### config.mk
export PLATFORM = sky130hd
export DESIGN_NAME = sme_issue_flat
export DESIGN_NICKNAME = d
export VERILOG_FILES = /design/src/rtl/sme_pkg.sv /design/src/rtl/sme_if.sv /design/src/rtl/sme_issue.sv /design/src/flat_wrapper.sv
export SDC_FILE = /design/constraint.sdc
export NUM_CORES = 1
export LEC_CHECK = 0
export ABC_CLOCK_PERIOD_IN_PS = 3900
export BUFFER_PORTS_ARGS = -buffer_cell sky130_fd_sc_hd__buf_2
export CORE_MARGIN = 2
export CORE_UTILIZATION = 47
export CTS_BUF_LIST = sky130_fd_sc_hd__clkbuf_8
export DETAILED_ROUTE_END_ITERATION = 10
export GPL_TIMING_DRIVEN = 0
export PLACE_DENSITY = 0.92
export SYNTH_ARGS = -nofsm -noshare
export SYNTH_HDL_FRONTEND = slang
export SYNTH_SLANG_ARGS = --single-unit
### constraint.sdc
create_clock -name i_clk -period 3.9 [get_ports i_clk]
set_input_delay 0.39 -clock i_clk [delete_from_list [all_inputs] [get_ports i_clk]]
set_output_delay 0.39 -clock i_clk [all_outputs]
set_load 0.01 [all_outputs]
### src/rtl/sme_pkg.sv
// ----------------------------------------------------------------------------
// sme_pkg: shared types and constants of the stack machine execute core
// Opcodes, status codes, field widths and the control groups passed
// between the issue and execute stages.
// ----------------------------------------------------------------------------
package sme_pkg;

    localparam int OP_W        = 4;
    localparam int WORD_W      = 32;
    localparam int OUT_PC_W    = 16;
    localparam int OUT_CNT_W   = 9;
    localparam int STATUS_W    = 3;

    localparam int MEM_WORDS_DEF   = 1024;
    localparam int STACK_DEPTH_DEF = 256;
    localparam int PC_BITS_DEF     = 16;

    typedef enum logic [OP_W-1:0] {
        OP_PUSH  = 4'd0,
        OP_POP   = 4'd1,
        OP_DUP   = 4'd2,
        OP_ADD   = 4'd3,
        OP_MUL   = 4'd4,
        OP_STORE = 4'd5,
        OP_LOAD  = 4'd6,
        OP_LT    = 4'd7,
        OP_JZ    = 4'd8,
        OP_JMP   = 4'd9,
        OP_HALT  = 4'd10,
        OP_SWAP  = 4'd11
    } t_op;

    typedef enum logic [STATUS_W-1:0] {
        ST_OK      = 3'd0,
        ST_HALT    = 3'd1,
        ST_UNKNOWN = 3'd2,
        ST_UNDER   = 3'd3,
        ST_OVER    = 3'd4,
        ST_ADDR    = 3'd5,
        ST_JUMP    = 3'd6
    } t_status;

    // issue stage -> execute stage
    typedef struct packed {
        logic valid;
        logic fwd_stk;
        logic fwd_dm;
        t_op  op;
    } t_stage;

    // execute stage -> issue stage
    typedef struct packed {
        logic take;
        logic clearing;
        logic stk_we;
        logic dm_we;
    } t_exec_ctl;

endpackage

### src/rtl/sme_if.sv
// ----------------------------------------------------------------------------
// sme interfaces: instruction and result channels
// Valid/ready channels; a beat moves when valid and ready are both high.
// ----------------------------------------------------------------------------
interface sme_in_if;
    logic                                valid;
    logic                                ready;
    logic [sme_pkg::OP_W-1:0]            op;
    logic signed [sme_pkg::WORD_W-1:0]   immediate;

    modport source (output valid, output op, output immediate, input ready);
    modport sink   (input valid, input op, input immediate, output ready);
endinterface


### src/rtl/sme_issue.sv
// ----------------------------------------------------------------------------
// sme_issue: instruction accept and memory read issue
// Takes an instruction beat, computes the stack and data memory read
// addresses from the running stack pointer, flags same-cycle write hazards
// and holds the instruction for the execute stage.
// ----------------------------------------------------------------------------
module sme_issue #(
    parameter int MEM_WORDS   = sme_pkg::MEM_WORDS_DEF,
    parameter int STACK_DEPTH = sme_pkg::STACK_DEPTH_DEF
) (
    input  logic                                  i_clk,
    input  logic                                  i_rst_n,
    sme_in_if.sink                                i_in,
    input  sme_pkg::t_exec_ctl                    i_ctl,
    input  logic [$clog2(STACK_DEPTH)-1:0]        i_stk_waddr,
    input  logic [$clog2(MEM_WORDS)-1:0]          i_dm_waddr,
    input  logic [sme_pkg::WORD_W-1:0]            i_wdata,
    output logic                                  o_rd_en,
    output logic [$clog2(STACK_DEPTH)-1:0]        o_stk_raddr,
    output logic [$clog2(MEM_WORDS)-1:0]          o_dm_raddr,
    output sme_pkg::t_stage                       o_stage,
    output logic signed [sme_pkg::WORD_W-1:0]     o_imm,
    output logic [$clog2(STACK_DEPTH)-1:0]        o_rd_addr,
    output logic [sme_pkg::WORD_W-1:0]            o_fwd_data
);

    localparam int SA  = $clog2(STACK_DEPTH);
    localparam int SPW = $clog2(STACK_DEPTH + 1);
    localparam int DA  = $clog2(MEM_WORDS);

    logic                          accept;
    sme_pkg::t_op                  op;
    logic [SA-1:0]                 rd_sub;
    logic [SA-1:0]                 rd_addr;
    logic [DA-1:0]                 dm_addr;

    logic [SPW-1:0]                r_sp_a;
    logic [SPW-1:0]                n_sp_a;
    logic                          r_valid;
    sme_pkg::t_op                  r_op;
    logic signed [sme_pkg::WORD_W-1:0] r_imm;
    logic [SA-1:0]                 r_rd_addr;
    logic                          r_fwd_stk;
    logic                          r_fwd_dm;
    logic [sme_pkg::WORD_W-1:0]    r_fwd_data;

    assign i_in.ready = !i_ctl.clearing && (!r_valid || i_ctl.take);
    assign accept     = i_in.valid && i_in.ready;
    assign op         = sme_pkg::t_op'(i_in.op);
    assign dm_addr    = i_in.immediate[DA-1:0];

    // read address is sp-1-k: k is the immediate for pop/dup/swap, else one
    always_comb begin
        if (op == sme_pkg::OP_POP || op == sme_pkg::OP_DUP || op == sme_pkg::OP_SWAP) begin
            rd_sub = i_in.immediate[SA-1:0];
        end else begin
            rd_sub = SA'(1);
        end
        rd_addr = SA'(r_sp_a) - SA'(1) - rd_sub;
    end

    // running stack pointer, assuming the instruction succeeds; after a fault
    // everything is ignored so a wrong guess never matters
    always_comb begin
        unique case (op)
            sme_pkg::OP_PUSH, sme_pkg::OP_DUP, sme_pkg::OP_LOAD: begin
                n_sp_a = r_sp_a + 1'b1;
            end
            sme_pkg::OP_POP: begin
                n_sp_a = i_in.immediate[sme_pkg::WORD_W-1] ? r_sp_a
                                                           : r_sp_a - SPW'(i_in.immediate);
            end
            sme_pkg::OP_ADD, sme_pkg::OP_MUL, sme_pkg::OP_LT,
            sme_pkg::OP_STORE, sme_pkg::OP_JZ, sme_pkg::OP_JMP: begin
                n_sp_a = r_sp_a - 1'b1;
            end
            default: begin
                n_sp_a = r_sp_a;
            end
        endcase
    end

    always_ff @(posedge i_clk) begin
        if (!i_rst_n) begin
            r_sp_a  <= '0;
            r_valid <= 1'b0;
        end else begin
            if (accept) begin
                r_sp_a  <= n_sp_a;
                r_valid <= 1'b1;
            end else if (i_ctl.take) begin
                r_valid <= 1'b0;
            end
        end
    end

    // ram reads this cycle miss a write to the same entry landing on this edge
    always_ff @(posedge i_clk) begin
        if (accept) begin
            r_op       <= op;
            r_imm      <= i_in.immediate;
            r_rd_addr  <= rd_addr;
            r_fwd_stk  <= i_ctl.stk_we && (i_stk_waddr == rd_addr);
            r_fwd_dm   <= i_ctl.dm_we && (i_dm_waddr == dm_addr);
            r_fwd_data <= i_wdata;
        end
    end

    assign o_rd_en      = accept;
    assign o_stk_raddr  = rd_addr;
    assign o_dm_raddr   = dm_addr;
    assign o_stage      = '{valid: r_valid, fwd_stk: r_fwd_stk, fwd_dm: r_fwd_dm, op: r_op};
    assign o_imm        = r_imm;
    assign o_rd_addr    = r_rd_addr;
    assign o_fwd_data   = r_fwd_data;

endmodule

### src/flat_wrapper.sv
// flat-port wrapper written by rule: the top's interface ports become plain ports
module sme_issue_flat 
#(
    parameter int MEM_WORDS   = sme_pkg::MEM_WORDS_DEF,
    parameter int STACK_DEPTH = sme_pkg::STACK_DEPTH_DEF
)
  (i_clk, i_rst_n, i_ctl, i_stk_waddr, i_dm_waddr, i_wdata, o_rd_en, o_stk_raddr, o_dm_raddr, o_stage, o_imm, o_rd_addr, o_fwd_data, i_in_valid, i_in_op, i_in_immediate, i_in_ready);
  sme_in_if i_in_i ();
  input  logic i_clk;
  input  logic i_rst_n;
  input  sme_pkg::t_exec_ctl i_ctl;
  input  logic [$clog2(STACK_DEPTH)-1:0] i_stk_waddr;
  input  logic [$clog2(MEM_WORDS)-1:0] i_dm_waddr;
  input  logic [sme_pkg::WORD_W-1:0] i_wdata;
  output logic o_rd_en;
  output logic [$clog2(STACK_DEPTH)-1:0] o_stk_raddr;
  output logic [$clog2(MEM_WORDS)-1:0] o_dm_raddr;
  output sme_pkg::t_stage o_stage;
  output logic signed [sme_pkg::WORD_W-1:0] o_imm;
  output logic [$clog2(STACK_DEPTH)-1:0] o_rd_addr;
  output logic [sme_pkg::WORD_W-1:0] o_fwd_data;
  input wire logic [$bits(i_in_i.valid)-1:0] i_in_valid;
  input wire logic [$bits(i_in_i.op)-1:0] i_in_op;
  input wire logic [$bits(i_in_i.immediate)-1:0] i_in_immediate;
  output wire logic [$bits(i_in_i.ready)-1:0] i_in_ready;
  assign i_in_i.valid = i_in_valid;
  assign i_in_i.op = i_in_op;
  assign i_in_i.immediate = i_in_immediate;
  assign i_in_ready = i_in_i.ready;
  sme_issue #(.MEM_WORDS(MEM_WORDS), .STACK_DEPTH(STACK_DEPTH)) u_core (.i_clk(i_clk), .i_rst_n(i_rst_n), .i_in(i_in_i), .i_ctl(i_ctl), .i_stk_waddr(i_stk_waddr), .i_dm_waddr(i_dm_waddr), .i_wdata(i_wdata), .o_rd_en(o_rd_en), .o_stk_raddr(o_stk_raddr), .o_dm_raddr(o_dm_raddr), .o_stage(o_stage), .o_imm(o_imm), .o_rd_addr(o_rd_addr), .o_fwd_data(o_fwd_data));
endmodule
==> out/results.txt, run 1 <==
worst path required time = 3510 ps
type of the worst setup path = in2out
Synthesized Nets = 381
Final Max Tran Viols = 0
Post-CTS Setup Bufs = 0
CP Data Arrival Time = 3220 ps
Final WS setup = 287 ps
Die Area = 8970 um^2
RR Endpoint = u_core.r_fwd_stk
Tot GR Track Use = 21.0%
Reg2Reg Launch Point = u_core.r_sp_a[1]
Max-Slew Margin vs Limit = 70.3%
Startpoint Class = input port
number of synthesized register bits = 87
Psw = 0.000572 W
pwr dens = 396 nW/um^2
post-route ant nets = 0
area grow syn2layout = 34.0%
nets = 584
Main synth FF type = edfxtp_1
placed wire-length estimate = 7850 um
Worst setup endpoint = o_stk_raddr[6]
min-delay worst type = in2reg
Clock power frac = 30.1%
Unique masters post-synth = 44
r2r worst-path depth = 8
RSZ-0062 raised after global routing = no
CTS tree = built
Clock transition at path regs = 100 ps
Setup WS pre-CTS = 364 ps
initial antenna violation count = 0
Lkg Pwr = 2.25 nW
io pins = 192
fillers = 604
Hold Vio Cnt, Final = 0
Synth Cell Area = 3870 um^2
post-synthesis async set-or-reset flop share = 0%
Setup Total Neg Slack = 0 ps
Core ar. = 8090 um^2
Initial Util = 47.8%
Crit. End Element = primary output
crit path max fanout = 7
top post-synthesis cells by area = edfxtp_1 (61%), xnor2_1 (5.4%), dfxtp_1 (4.7%)
Root Buffer = clkbuf_8
first-pass GRT wire length = 13900 um
vias post-DR = 2921
Max-cap violations = 0
Period Utilization, post-route = 92.6%
Ys Warns = 0
post-cts resize count = 0
antenna fix cells = 0
post-route core utilization = 64.1%
Worst setup startpoint = i_in_op[1]
FMAX = 277 MHz
status = finished, final reports clean
vias per inst = 4.99
Sw Share = 27.8%
share of layout cells above drive strength 1 = 48.3%
largest net degree at the start of global routing = 73
DRC viols = 0
GRT overflow = 0
routability congestion estimate = 0.824
CTS Sinks = 87
Final min period = 3610 ps
Post-synth EDFFs = 78
drt first pass iters = 5
Syn Inst Count = 272
M1 GR Usage = 23.0%
most common cell in the synthesized netlist = edfxtp_1
total CTS buffers = 9
clock skew = 8.34 ps
GRT busiest layer = met2
Final setup viols = 0
area leader, netlist = edfxtp_1
met2 GRT Util = 38.1%
# rows = 33
vias in the first global route = 2750
Mapped Avg Cell Area = 14.2 um^2
Longest Clk Path Bufs = 2
H-tree depth = 3
Seq/Total Area, Yosys = 65.2%
Routed wire per std cell = 17.0 um
setup slack, reg-to-reg = 1530 ps
initial detailed-routing violation count = 180
combinational fraction of design power = 17.3%
Worst-Skew Late Latency = 360 ps
Max VDD drop = 196 uV
hold_buf cts = 0
met3 usage = 5.91%
commonest cells in the synthesized netlist = edfxtp_1 (78), xnor2_1 (24), a21oi_1 (14), ha_1 (14), buf_4 (13)
Die Y = 94.7 um
top cell type's share of synthesized area = 60.5%
PortBufs = 191
drt total wl = 9920 um
internal cell power = 0.00148 W
Die Wd = 94.7 um
slew at the pin closest to its max-slew limit = 445 ps
sequential share of power = 52.7%
[cell usage in the layout (no fill, tap or decap), types with 2 or more instances in the layout]
cell      Yosys  routed
nand2_1      11      11
o21a_1        3       3
clkbuf_8      0       9
xor2_1        5       5
nand2b_1     12      12
a21oi_1      14      14
buf_4        13      13
a21o_1        3       3
mux2i_1       5       5
xnor2_1      24      24
nor2_1        6       6
clkbuf_1      2       2
buf_2         2     193
a2111o_1      2       2
fa_1          2       2
o21ai_0      11      11
nor3_1        2       2
nor2b_1       9       9
nand3_1       8       8
a211oi_1      3       3
o211ai_1      2       2
dfxtp_1       9       9
inv_8         0       3
inv_1         8       8
edfxtp_1     78      78
and3_1        2       2
nand4_1       4       4
clkinv_4      0       2
ha_1         14      14
[critical path: stages]
cell and delay, ps:
buf_2 130, xnor2_1 130, o21ai_2 150, nor2b_1 420, nor2b_1 200, ha_1 190, inv_1 60, fa_1 390
nand2b_1 160, o2bb2ai_1 160, nor2b_1 260, o21a_1 160, nor2_1 50, xnor2_1 200, buf_2 170
[per-layer routing]
layer	up-vias	share of wire, %
met5	-	0
met4	0	2.5
met3	22	7.7
met2	120	53
met1	1389	36
li1	1390	-
[worst min path at each step]
stage / from / cells past startpoint / end / slack [ps]
2_1_floorplan: u_core.r_sp_a[0] / 2 / u_core.r_sp_a[0] / 460
3_3_place_gp: u_core.r_sp_a[0] / 2 / u_core.r_sp_a[0] / 480
3_5_place_dp: u_core.r_sp_a[0] / 2 / u_core.r_sp_a[0] / 490
4_1_cts: i_in_immediate[28] / 1 / u_core.o_imm[28] / 180
5_1_grt: i_wdata[23] / 1 / u_core.o_fwd_data[23] / 180
6_report: i_in_immediate[28] / 1 / u_core.o_imm[28] / 200
[registers in the layout, indices dropped and copies added, names as in the netlist]
| register | flops |
|---|---|
| u_core.o_fwd_data | 32 |
| u_core.o_imm | 32 |
| u_core.o_rd_addr | 8 |
| u_core.r_fwd_dm | 1 |
| u_core.r_fwd_stk | 1 |
| u_core.r_op | 4 |
| u_core.r_sp_a | 8 |
| u_core.r_valid | 1 |
[area by class of cell]
| type | count | area [um^2] | share of cell area [%] |
|---|---|---|---|
| Sequential cell | 87 | 2520 | 48.6 |
| Multi-Input combinational cell | 159 | 1190 | 23.0 |
| Timing Repair Buffer | 192 | 983 | 19.0 |
| Tap cell | 105 | 131 | 2.53 |
| Buffer | 18 | 126 | 2.44 |
| Clock buffer | 9 | 124 | 2.39 |
| Clock inverter | 7 | 75.1 | 1.45 |
| Inverter | 8 | 30.0 | 0.579 |
[metrics by stage]
stage / hold WS [ps] / instance area [um^2] / std cells / total power [W]
global route: 179 / 5180 / 585 / 0.00213
floorplan: 461 / 3870 / 272 / 0.00130
finish: 199 / 5180 / 585 / 0.00205
detailed placement: 491 / 4990 / 569 / 0.00146
CTS: 183 / 5180 / 585 / 0.00207
global placement: 476 / 4960 / 568 / 0.00144
[power groups by stage]
stage               Sequential (W)  Clock [W]  Combinational (W)
global route               0.00109   0.000661           0.000387
global placement           0.00110          0           0.000335
floorplan                  0.00112          0           0.000177
detailed placement         0.00110          0           0.000355
finish                     0.00108   0.000617           0.000355
CTS                        0.00108   0.000629           0.000357
[logic make-up (layout without fill, tap and decap cells)]
group	Yosys count	count (layout)	share of synthesized area [%]
multiplexers	5	5	1.29
AO/OA/AOI/OAI	45	45	7.24
XOR/XNOR	31	31	7.57
adder cells (fa/ha/maj)	16	16	5.56
buffers and inverters	26	234	4.04
AND/OR/NAND/NOR	62	62	9.09
flip-flops	87	87	65.2
No activity file was read; power rests on OpenSTA's default activity.
==> run 2, diff against run 1 <==
--- a/config.mk
+++ b/config.mk
@@ -5,14 +5,15 @@
 export SDC_FILE = /design/constraint.sdc
 export NUM_CORES = 1
 export LEC_CHECK = 0
-export ABC_CLOCK_PERIOD_IN_PS = 3900
+export ABC_CLOCK_PERIOD_IN_PS = 3200
 export BUFFER_PORTS_ARGS = -buffer_cell sky130_fd_sc_hd__buf_2
 export CORE_MARGIN = 2
-export CORE_UTILIZATION = 47
+export CORE_UTILIZATION = 43
 export CTS_BUF_LIST = sky130_fd_sc_hd__clkbuf_8
 export DETAILED_ROUTE_END_ITERATION = 10
 export GPL_TIMING_DRIVEN = 0
-export PLACE_DENSITY = 0.92
+export PLACE_DENSITY = 0.89
+export RECOVER_POWER = 25
 export SYNTH_ARGS = -nofsm -noshare
 export SYNTH_HDL_FRONTEND = slang
 export SYNTH_SLANG_ARGS = --single-unit
==> constraint.sdc (replaced) <==
create_clock -name i_clk -period 3.2 [get_ports i_clk]
set_input_delay 0.32 -clock i_clk [delete_from_list [all_inputs] [get_ports i_clk]]
set_output_delay 0.32 -clock i_clk [all_outputs]
set_load 0.01 [all_outputs]
==> run 2 against run 1 <==
  * First-iteration DRC count up 3.3%
  * Critical path type unchanged
  * Register-to-register slack worse by 570 ps
  * Wire length down 1.1%
  * Via count up 2.0%
  * Power up 22%
  * Sequential share of layout area down 0.49 points
  * Final area up 1.0%
  * Combinational power up 24%
  * Die area up 8.9%
  * Count of clock-buffer cells in the layout unchanged
  * Setup slack worse by 140 ps
==> out/results.txt, run 2 (same netlist as run 1, synthesis figures left out) <==
status = finished, final reports clean (unchanged)
Routed wire per std cell = 16.5 um (was 17.0 um)
clock skew = 8.76 ps (was 8.34 ps)
Final setup viols = 0 (unchanged)
nets = 590 (was 584)
Worst-Skew Late Latency = 360 ps (about the same)
Initial Util = 44.4% (was 47.8%)
crit-path cells = buf_2 -> xnor2_1 -> o21ai_2 -> nor2b_4 -> nor2b_4 -> ha_1 -> inv_1 -> fa_2 -> nand2b_1 -> o2bb2ai_2 -> nor2b_2 -> o21a_1 -> nor2_1 -> xnor2_1 -> buf_2 (was buf_2 -> xnor2_1 -> o21ai_2 -> nor2b_1 -> nor2b_1 -> ha_1 -> inv_1 -> fa_1 -> nand2b_1 -> o2bb2ai_1 -> nor2b_1 -> o21a_1 -> nor2_1 -> xnor2_1 -> buf_2)
slew at the pin closest to its max-slew limit = 539 ps (was 445 ps)
largest net degree at the start of global routing = 43 (was 73)
antenna fix cells = 0 (unchanged)
worst path required time = 2880 ps (was 3510 ps)
RSZ-0062 raised after global routing = no (unchanged)
final instance area = 5240 um^2 (was 5180 um^2)
H-tree depth = 3 (unchanged)
initial detailed-routing violation count = 186 (was 180)
placed instance area = 4980 um^2 (was 4990 um^2)
Max VDD drop = 227 uV (was 196 uV)
crit path max fanout = 4 (was 7)
Tot GR Track Use = 18.9% (was 21.0%)
Final min period = 3050 ps
most common cell after layout, fill and taps aside = buf_2 (unchanged)
drt first pass iters = 5 (unchanged)
placed wire-length estimate = 7700 um (was 7850 um)
routability congestion estimate = 0.861 (was 0.824)
internal cell power = 0.00181 W (was 0.00148 W)
FMAX = 328 MHz
PortBufs = 191 (unchanged)
DRC viols = 0 (unchanged)
M1 GR Usage = 20.4% (was 23.0%)
post-route ant nets = 0 (unchanged)
vias in the first global route = 2824 (was 2750)
final std cells w/o fill = 594 (was 585)
CP Data Arrival Time = 2730 ps (was 3220 ps)
met2 GRT Util = 34.2% (was 38.1%)
Die Y = 98.9 um (was 94.7 um)
family with the most delay on the worst path = simple AND/OR/NAND/NOR gates (unchanged)
type of the worst setup path = in2out (unchanged)
post-route core utilization = 60.1% (was 64.1%)
placed cell count = 572 (was 569)
CTS tree = built (unchanged)
initial antenna violation count = 0 (unchanged)
Sw Share = 27.7% (was 27.8%)
GRT overflow = 0 (unchanged)
share of layout cells above drive strength 1 = 47.7% (was 48.3%)
Max-Slew Margin vs Limit = 64.1% (was 70.3%)
Longest Clk Path Bufs = 2 (unchanged)
Core ar. = 8720 um^2 (was 8090 um^2)
combinational fraction of design power = 17.6% (was 17.3%)
Die Area = 9770 um^2 (was 8970 um^2)
Worst Hold Margin = 131 ps (was 199 ps)
Psw = 0.000694 W (was 0.000572 W)
Period Utilization, post-route = 95.3%
drt total wl = 9810 um (was 9920 um)
pwr dens = 479 nW/um^2 (was 396 nW/um^2)
Root Buffer = clkbuf_8 (unchanged)
vias post-DR = 2980 (was 2921)
vias per inst = 5.02 (was 4.99)
Power Total = 0.00251 W (was 0.00205 W)
sequential share of power = 52.5% (was 52.7%)
CTS Sinks = 87 (unchanged)
fillers = 664 (was 604)
Hold Vio Cnt, Final = 0 (unchanged)
min-delay worst type = in2reg (unchanged)
Crit. End Element = primary output (unchanged)
most frequent cells in the layout = buf_2 (182), edfxtp_1 (78), xnor2_1 (24) (was buf_2 (193), edfxtp_1 (78), xnor2_1 (24))
critical path buffer and inverter count = 3 (unchanged)
Worst path max stage delay = 340 ps (was 420 ps)
Clock transition at path regs = 100 ps (about the same)
Die Wd = 98.9 um (was 94.7 um)
Clock power frac = 29.9% (was 30.1%)
Lkg Pwr = 2.26 nW (was 2.25 nW)
GRT busiest layer = met2 (unchanged)
cell at the slowest stage of the critical path = fa_2 (was nor2b_1)
total CTS buffers = 9 (unchanged)
# rows = 34 (was 33)
first-pass GRT wire length = 14200 um (was 13900 um)
io pins = 192 (unchanged)
Max-cap violations = 0 (unchanged)
met3 usage = 4.75% (was 5.91%)
area grow syn2layout = 35.4% (was 34.0%)
Startpoint Class = input port (unchanged)
Final Max Tran Viols = 0 (unchanged)
-- run 2: cell types whose count changed in the layout (fill, tap and decap cells not counted), sizes merged --
cell	delta
buf	-5
clkbuf	+11
clkinvlp	-1
inv	+1
-- run 2: through the flow --
stage	setup slack (ps)	setup TNS [ps]
6_report	151	0
5_1_grt	25.4	0
4_1_cts	7.55	0
3_5_place_dp	-247	-374
3_3_place_gp	-88.3	-88.3
2_1_floorplan	363	0
-- run 2: worst paths after layout --
| check | end | from | depth (start not counted) | slack, ps |
|---|---|---|---|---|
| setup / recovery | o_stk_raddr[6] | i_in_op[1] | 15 | 150 |
| hold / removal | u_core.o_imm[14] | i_in_immediate[14] | 1 | 130 |
| setup reg to reg | u_core.r_fwd_stk | u_core.r_sp_a[1] | 8 | 960 |
| hold reg to reg | u_core.r_sp_a[0] | u_core.r_sp_a[0] | 2 | 500 |
-- run 2: layer usage --
| layer | vias up | share of wire (%) |
|---|---|---|
| met3 | 27 | 7.2 |
| met4 | 0 | 3.0 |
| met1 | 1421 | 36 |
| li1 | 1401 | - |
| met5 | - | 0 |
| met2 | 131 | 53 |
-- run 2: worst register-to-register path: stages (launching register included) --
cell,delay [ps]
dfxtp_1,460
inv_1,110
fa_2,400
nand2b_1,180
o2bb2ai_2,150
xnor2_1,310
xnor2_1,170
nand4_1,140
nor4_2,160
-- run 2: timing repair --
action / CTS / global route
endpoints found under the setup margin: 2 / 1
hold buffers: 0 / 0
buffers inserted: 0 / 6
pin swaps: 0 / 2
resized for setup: 3 / 3
-- run 2: area by class of cell --
class / count / area (um^2) / share of cell area, %
plain buffers: 18 / 126 / 2.41
well taps: 108 / 135 / 2.58
multi-input cells: 159 / 1220 / 23.3
flip-flops and latches: 87 / 2520 / 48.2
clock inverters: 7 / 73.8 / 1.41
inverters: 8 / 30.0 / 0.573
clock buffers: 9 / 124 / 2.37
repair buffers: 198 / 1010 / 19.2
-- run 2: power groups by stage --
stage / Clock, W / Combinational, W / Sequential [W]
after floorplan: 0 / 0.000215 / 0.00137
after global placement: 0 / 0.000409 / 0.00134
after detailed placement: 0 / 0.000429 / 0.00134
after CTS: 0.000769 / 0.000434 / 0.00132
after global routing: 0.000815 / 0.000477 / 0.00132
final: 0.000750 / 0.000440 / 0.00132
==> run 3, diff against run 2 <==
--- a/config.mk
+++ b/config.mk
@@ -12,7 +12,7 @@
 export CTS_BUF_LIST = sky130_fd_sc_hd__clkbuf_8
 export DETAILED_ROUTE_END_ITERATION = 10
 export GPL_TIMING_DRIVEN = 0
-export PLACE_DENSITY = 0.89
+export PLACE_DENSITY_LB_ADDON = 0.25
 export RECOVER_POWER = 25
 export SYNTH_ARGS = -nofsm -noshare
 export SYNTH_HDL_FRONTEND = slang
==> run 3 against run 2 <==
  * Final area is 0.57% lower
  * Via count down 3.0%
  * Clock skew is 3.8 ps higher
  * Sequential power is essentially flat
  * Fmax rose by 2.6%
  * Critical path depth stayed put
  * Clock power decreased by 3.9%
==> out/results.txt, run 3 (same netlist as run 1, synthesis figures left out) <==
post-route ant nets = 0 (unchanged)
largest net degree at the start of global routing = 70 (was 43)
type of the worst setup path = in2out (unchanged)
H-tree depth = 3 (unchanged)
Longest Clk Path Bufs = 2 (unchanged)
total CTS buffers = 9 (unchanged)
Die Wd = 98.9 um (unchanged)
Startpoint Class = input port (unchanged)
fillers = 708 (was 664)
Worst-Skew Late Latency = 360 ps (about the same)
crit-path cells = buf_2 -> xnor2_1 -> o21ai_2 -> nor2b_4 -> nor2b_2 -> ha_1 -> inv_1 -> fa_2 -> nand2b_1 -> o2bb2ai_2 -> nor2b_2 -> o21a_1 -> nor2_1 -> xnor2_1 -> buf_2 (was buf_2 -> xnor2_1 -> o21ai_2 -> nor2b_4 -> nor2b_4 -> ha_1 -> inv_1 -> fa_2 -> nand2b_1 -> o2bb2ai_2 -> nor2b_2 -> o21a_1 -> nor2_1 -> xnor2_1 -> buf_2)
initial antenna violation count = 0 (unchanged)
Final min period = 2970 ps (was 3050 ps)
antenna fix cells = 0 (unchanged)
placed wire-length estimate = 7030 um (was 7700 um)
Worst Hold Margin = 128 ps (was 131 ps)
initial detailed-routing violation count = 81 (was 186)
vias per inst = 4.89 (was 5.02)
PortBufs = 191 (unchanged)
Die Area = 9770 um^2 (unchanged)
slew at the pin closest to its max-slew limit = 376 ps (was 539 ps)
Die Y = 98.9 um (unchanged)
Final setup viols = 0 (unchanged)
Worst path max stage delay = 350 ps (was 340 ps)
# rows = 34 (unchanged)
clock skew = 12.5 ps (was 8.76 ps)
nets = 587 (was 590)
Max VDD drop = 181 uV (was 227 uV)
Lkg Pwr = 2.24 nW (was 2.26 nW)
DRC viols = 0 (unchanged)
placed cell count = 572 (unchanged)
status = finished, final reports clean (unchanged)
Root Buffer = clkbuf_8 (unchanged)
crit path max fanout = 5 (was 4)
io pins = 192 (unchanged)
RSZ-0062 raised after global routing = no (unchanged)
multi-input logic area = 1210 um^2 (was 1220 um^2)
most common cell after layout, fill and taps aside = buf_2 (unchanged)
Clock transition at path regs = 100 ps (about the same)
GRT overflow = 0 (unchanged)
family with the most delay on the worst path = simple AND/OR/NAND/NOR gates (unchanged)
critical path buffer and inverter count = 3 (unchanged)
Setup Total Neg Slack = 0 ps (unchanged)
drt first pass iters = 4 (was 5)
Final Max Tran Viols = 0 (unchanged)
CP Data Arrival Time = 2650 ps (was 2730 ps)
Tot GR Track Use = 17.8% (was 18.9%)
Core ar. = 8720 um^2 (unchanged)
Max-Slew Margin vs Limit = 74.9% (was 64.1%)
Initial Util = 44.4% (unchanged)
FMAX = 336 MHz (was 328 MHz)
Routed wire per std cell = 15.4 um (was 16.5 um)
pwr dens = 474 nW/um^2 (was 479 nW/um^2)
Hold Vio Cnt, Final = 0 (unchanged)
area grow syn2layout = 34.6% (was 35.4%)
Final WS setup = 227 ps (was 151 ps)
min-delay worst type = in2reg (unchanged)
vias in the first global route = 2685 (was 2824)
routability congestion estimate = 0.801 (was 0.861)
CTS tree = built (unchanged)
first-pass GRT wire length = 13500 um (was 14200 um)
Max-cap violations = 0 (unchanged)
Crit. End Element = primary output (unchanged)
worst path required time = 2880 ps (about the same)
drt total wl = 9110 um (was 9810 um)
share of layout cells above drive strength 1 = 47.6% (was 47.7%)
Setup WS pre-CTS = -131 ps (was -247 ps)
vias post-DR = 2891 (was 2980)
Period Utilization, post-route = 92.9% (was 95.3%)
final std cells w/o fill = 591 (was 594)
CTS Sinks = 87 (unchanged)
Storage cell area = 2520 um^2 (unchanged)
most frequent cells in the layout = buf_2 (183), edfxtp_1 (78), xnor2_1 (24) (was buf_2 (182), edfxtp_1 (78), xnor2_1 (24))
Power Total = 0.00247 W (was 0.00251 W)
cell at the slowest stage of the critical path = fa_2 (unchanged)
==> run 3: worst register-to-register path, stage by stage, from the launching register on <==
cell and delay [ps]:
dfxtp_1 450, inv_1 100, fa_2 410, nand2b_1 170, o2bb2ai_2 140, xnor2_1 290
xnor2_1 170, nand4_1 120, nor4_2 130
==> run 3: layout make-up <==
| class | count | area share (%) |
|---|---|---|
| Buffer | 18 | 2.43 |
| Clock buffer | 9 | 2.38 |
| Clock inverter | 7 | 1.20 |
| Inverter | 8 | 0.577 |
| Multi-Input combinational cell | 159 | 23.3 |
| Sequential cell | 87 | 48.4 |
| Tap cell | 108 | 2.59 |
| Timing Repair Buffer | 195 | 19.1 |
==> run 3: timing repair <==
action,4_1_cts,5_1_grt
gates resized for setup,2,4
hold endpoints to repair,0,0
setup endpoints to repair,1,1
hold buffers,0,0
pin swaps,0,2
buffers inserted,0,3
==> run 3: final timing paths <==
| check | slack [ps] | end | cells after the start | start |
|---|---|---|---|---|
| worst min-delay path | 130 | u_core.o_fwd_data[8] | 1 | i_wdata[8] |
| worst max register to register | 1050 | u_core.r_fwd_stk | 8 | u_core.r_sp_a[1] |
| worst min register to register | 500 | u_core.r_sp_a[0] | 2 | u_core.r_sp_a[0] |
| worst max-delay path | 230 | o_stk_raddr[6] | 15 | i_in_op[1] |
==> run 3: where the power goes <==
part	switching, W	total [W]	internal [W]	leakage, nW
logic	0.000230	0.000431	0.000201	1.35
clock network	0.000423	0.000721	0.000298	0.0863
registers	0.0000150	0.00132	0.00130	0.797
==> run 3: per-stage QoR <==
stage	instance area (um^2)	util, %
CTS	5180	59.4
floorplan	3870	-
detailed placement	4990	57.2
finish	5210	59.7
global route	5210	59.7
global placement	4960	56.9
==> run 3: metal layers <==
metal	share of wire, %	routed length, um	track usage (%)	up-vias
met1	38	3510	20.8	1352
met2	52	4730	30.9	134
met3	8.1	736	6.24	12
met5	0	0	0	-
met4	1.4	129	5.06	0
li1	-	-	-	1393
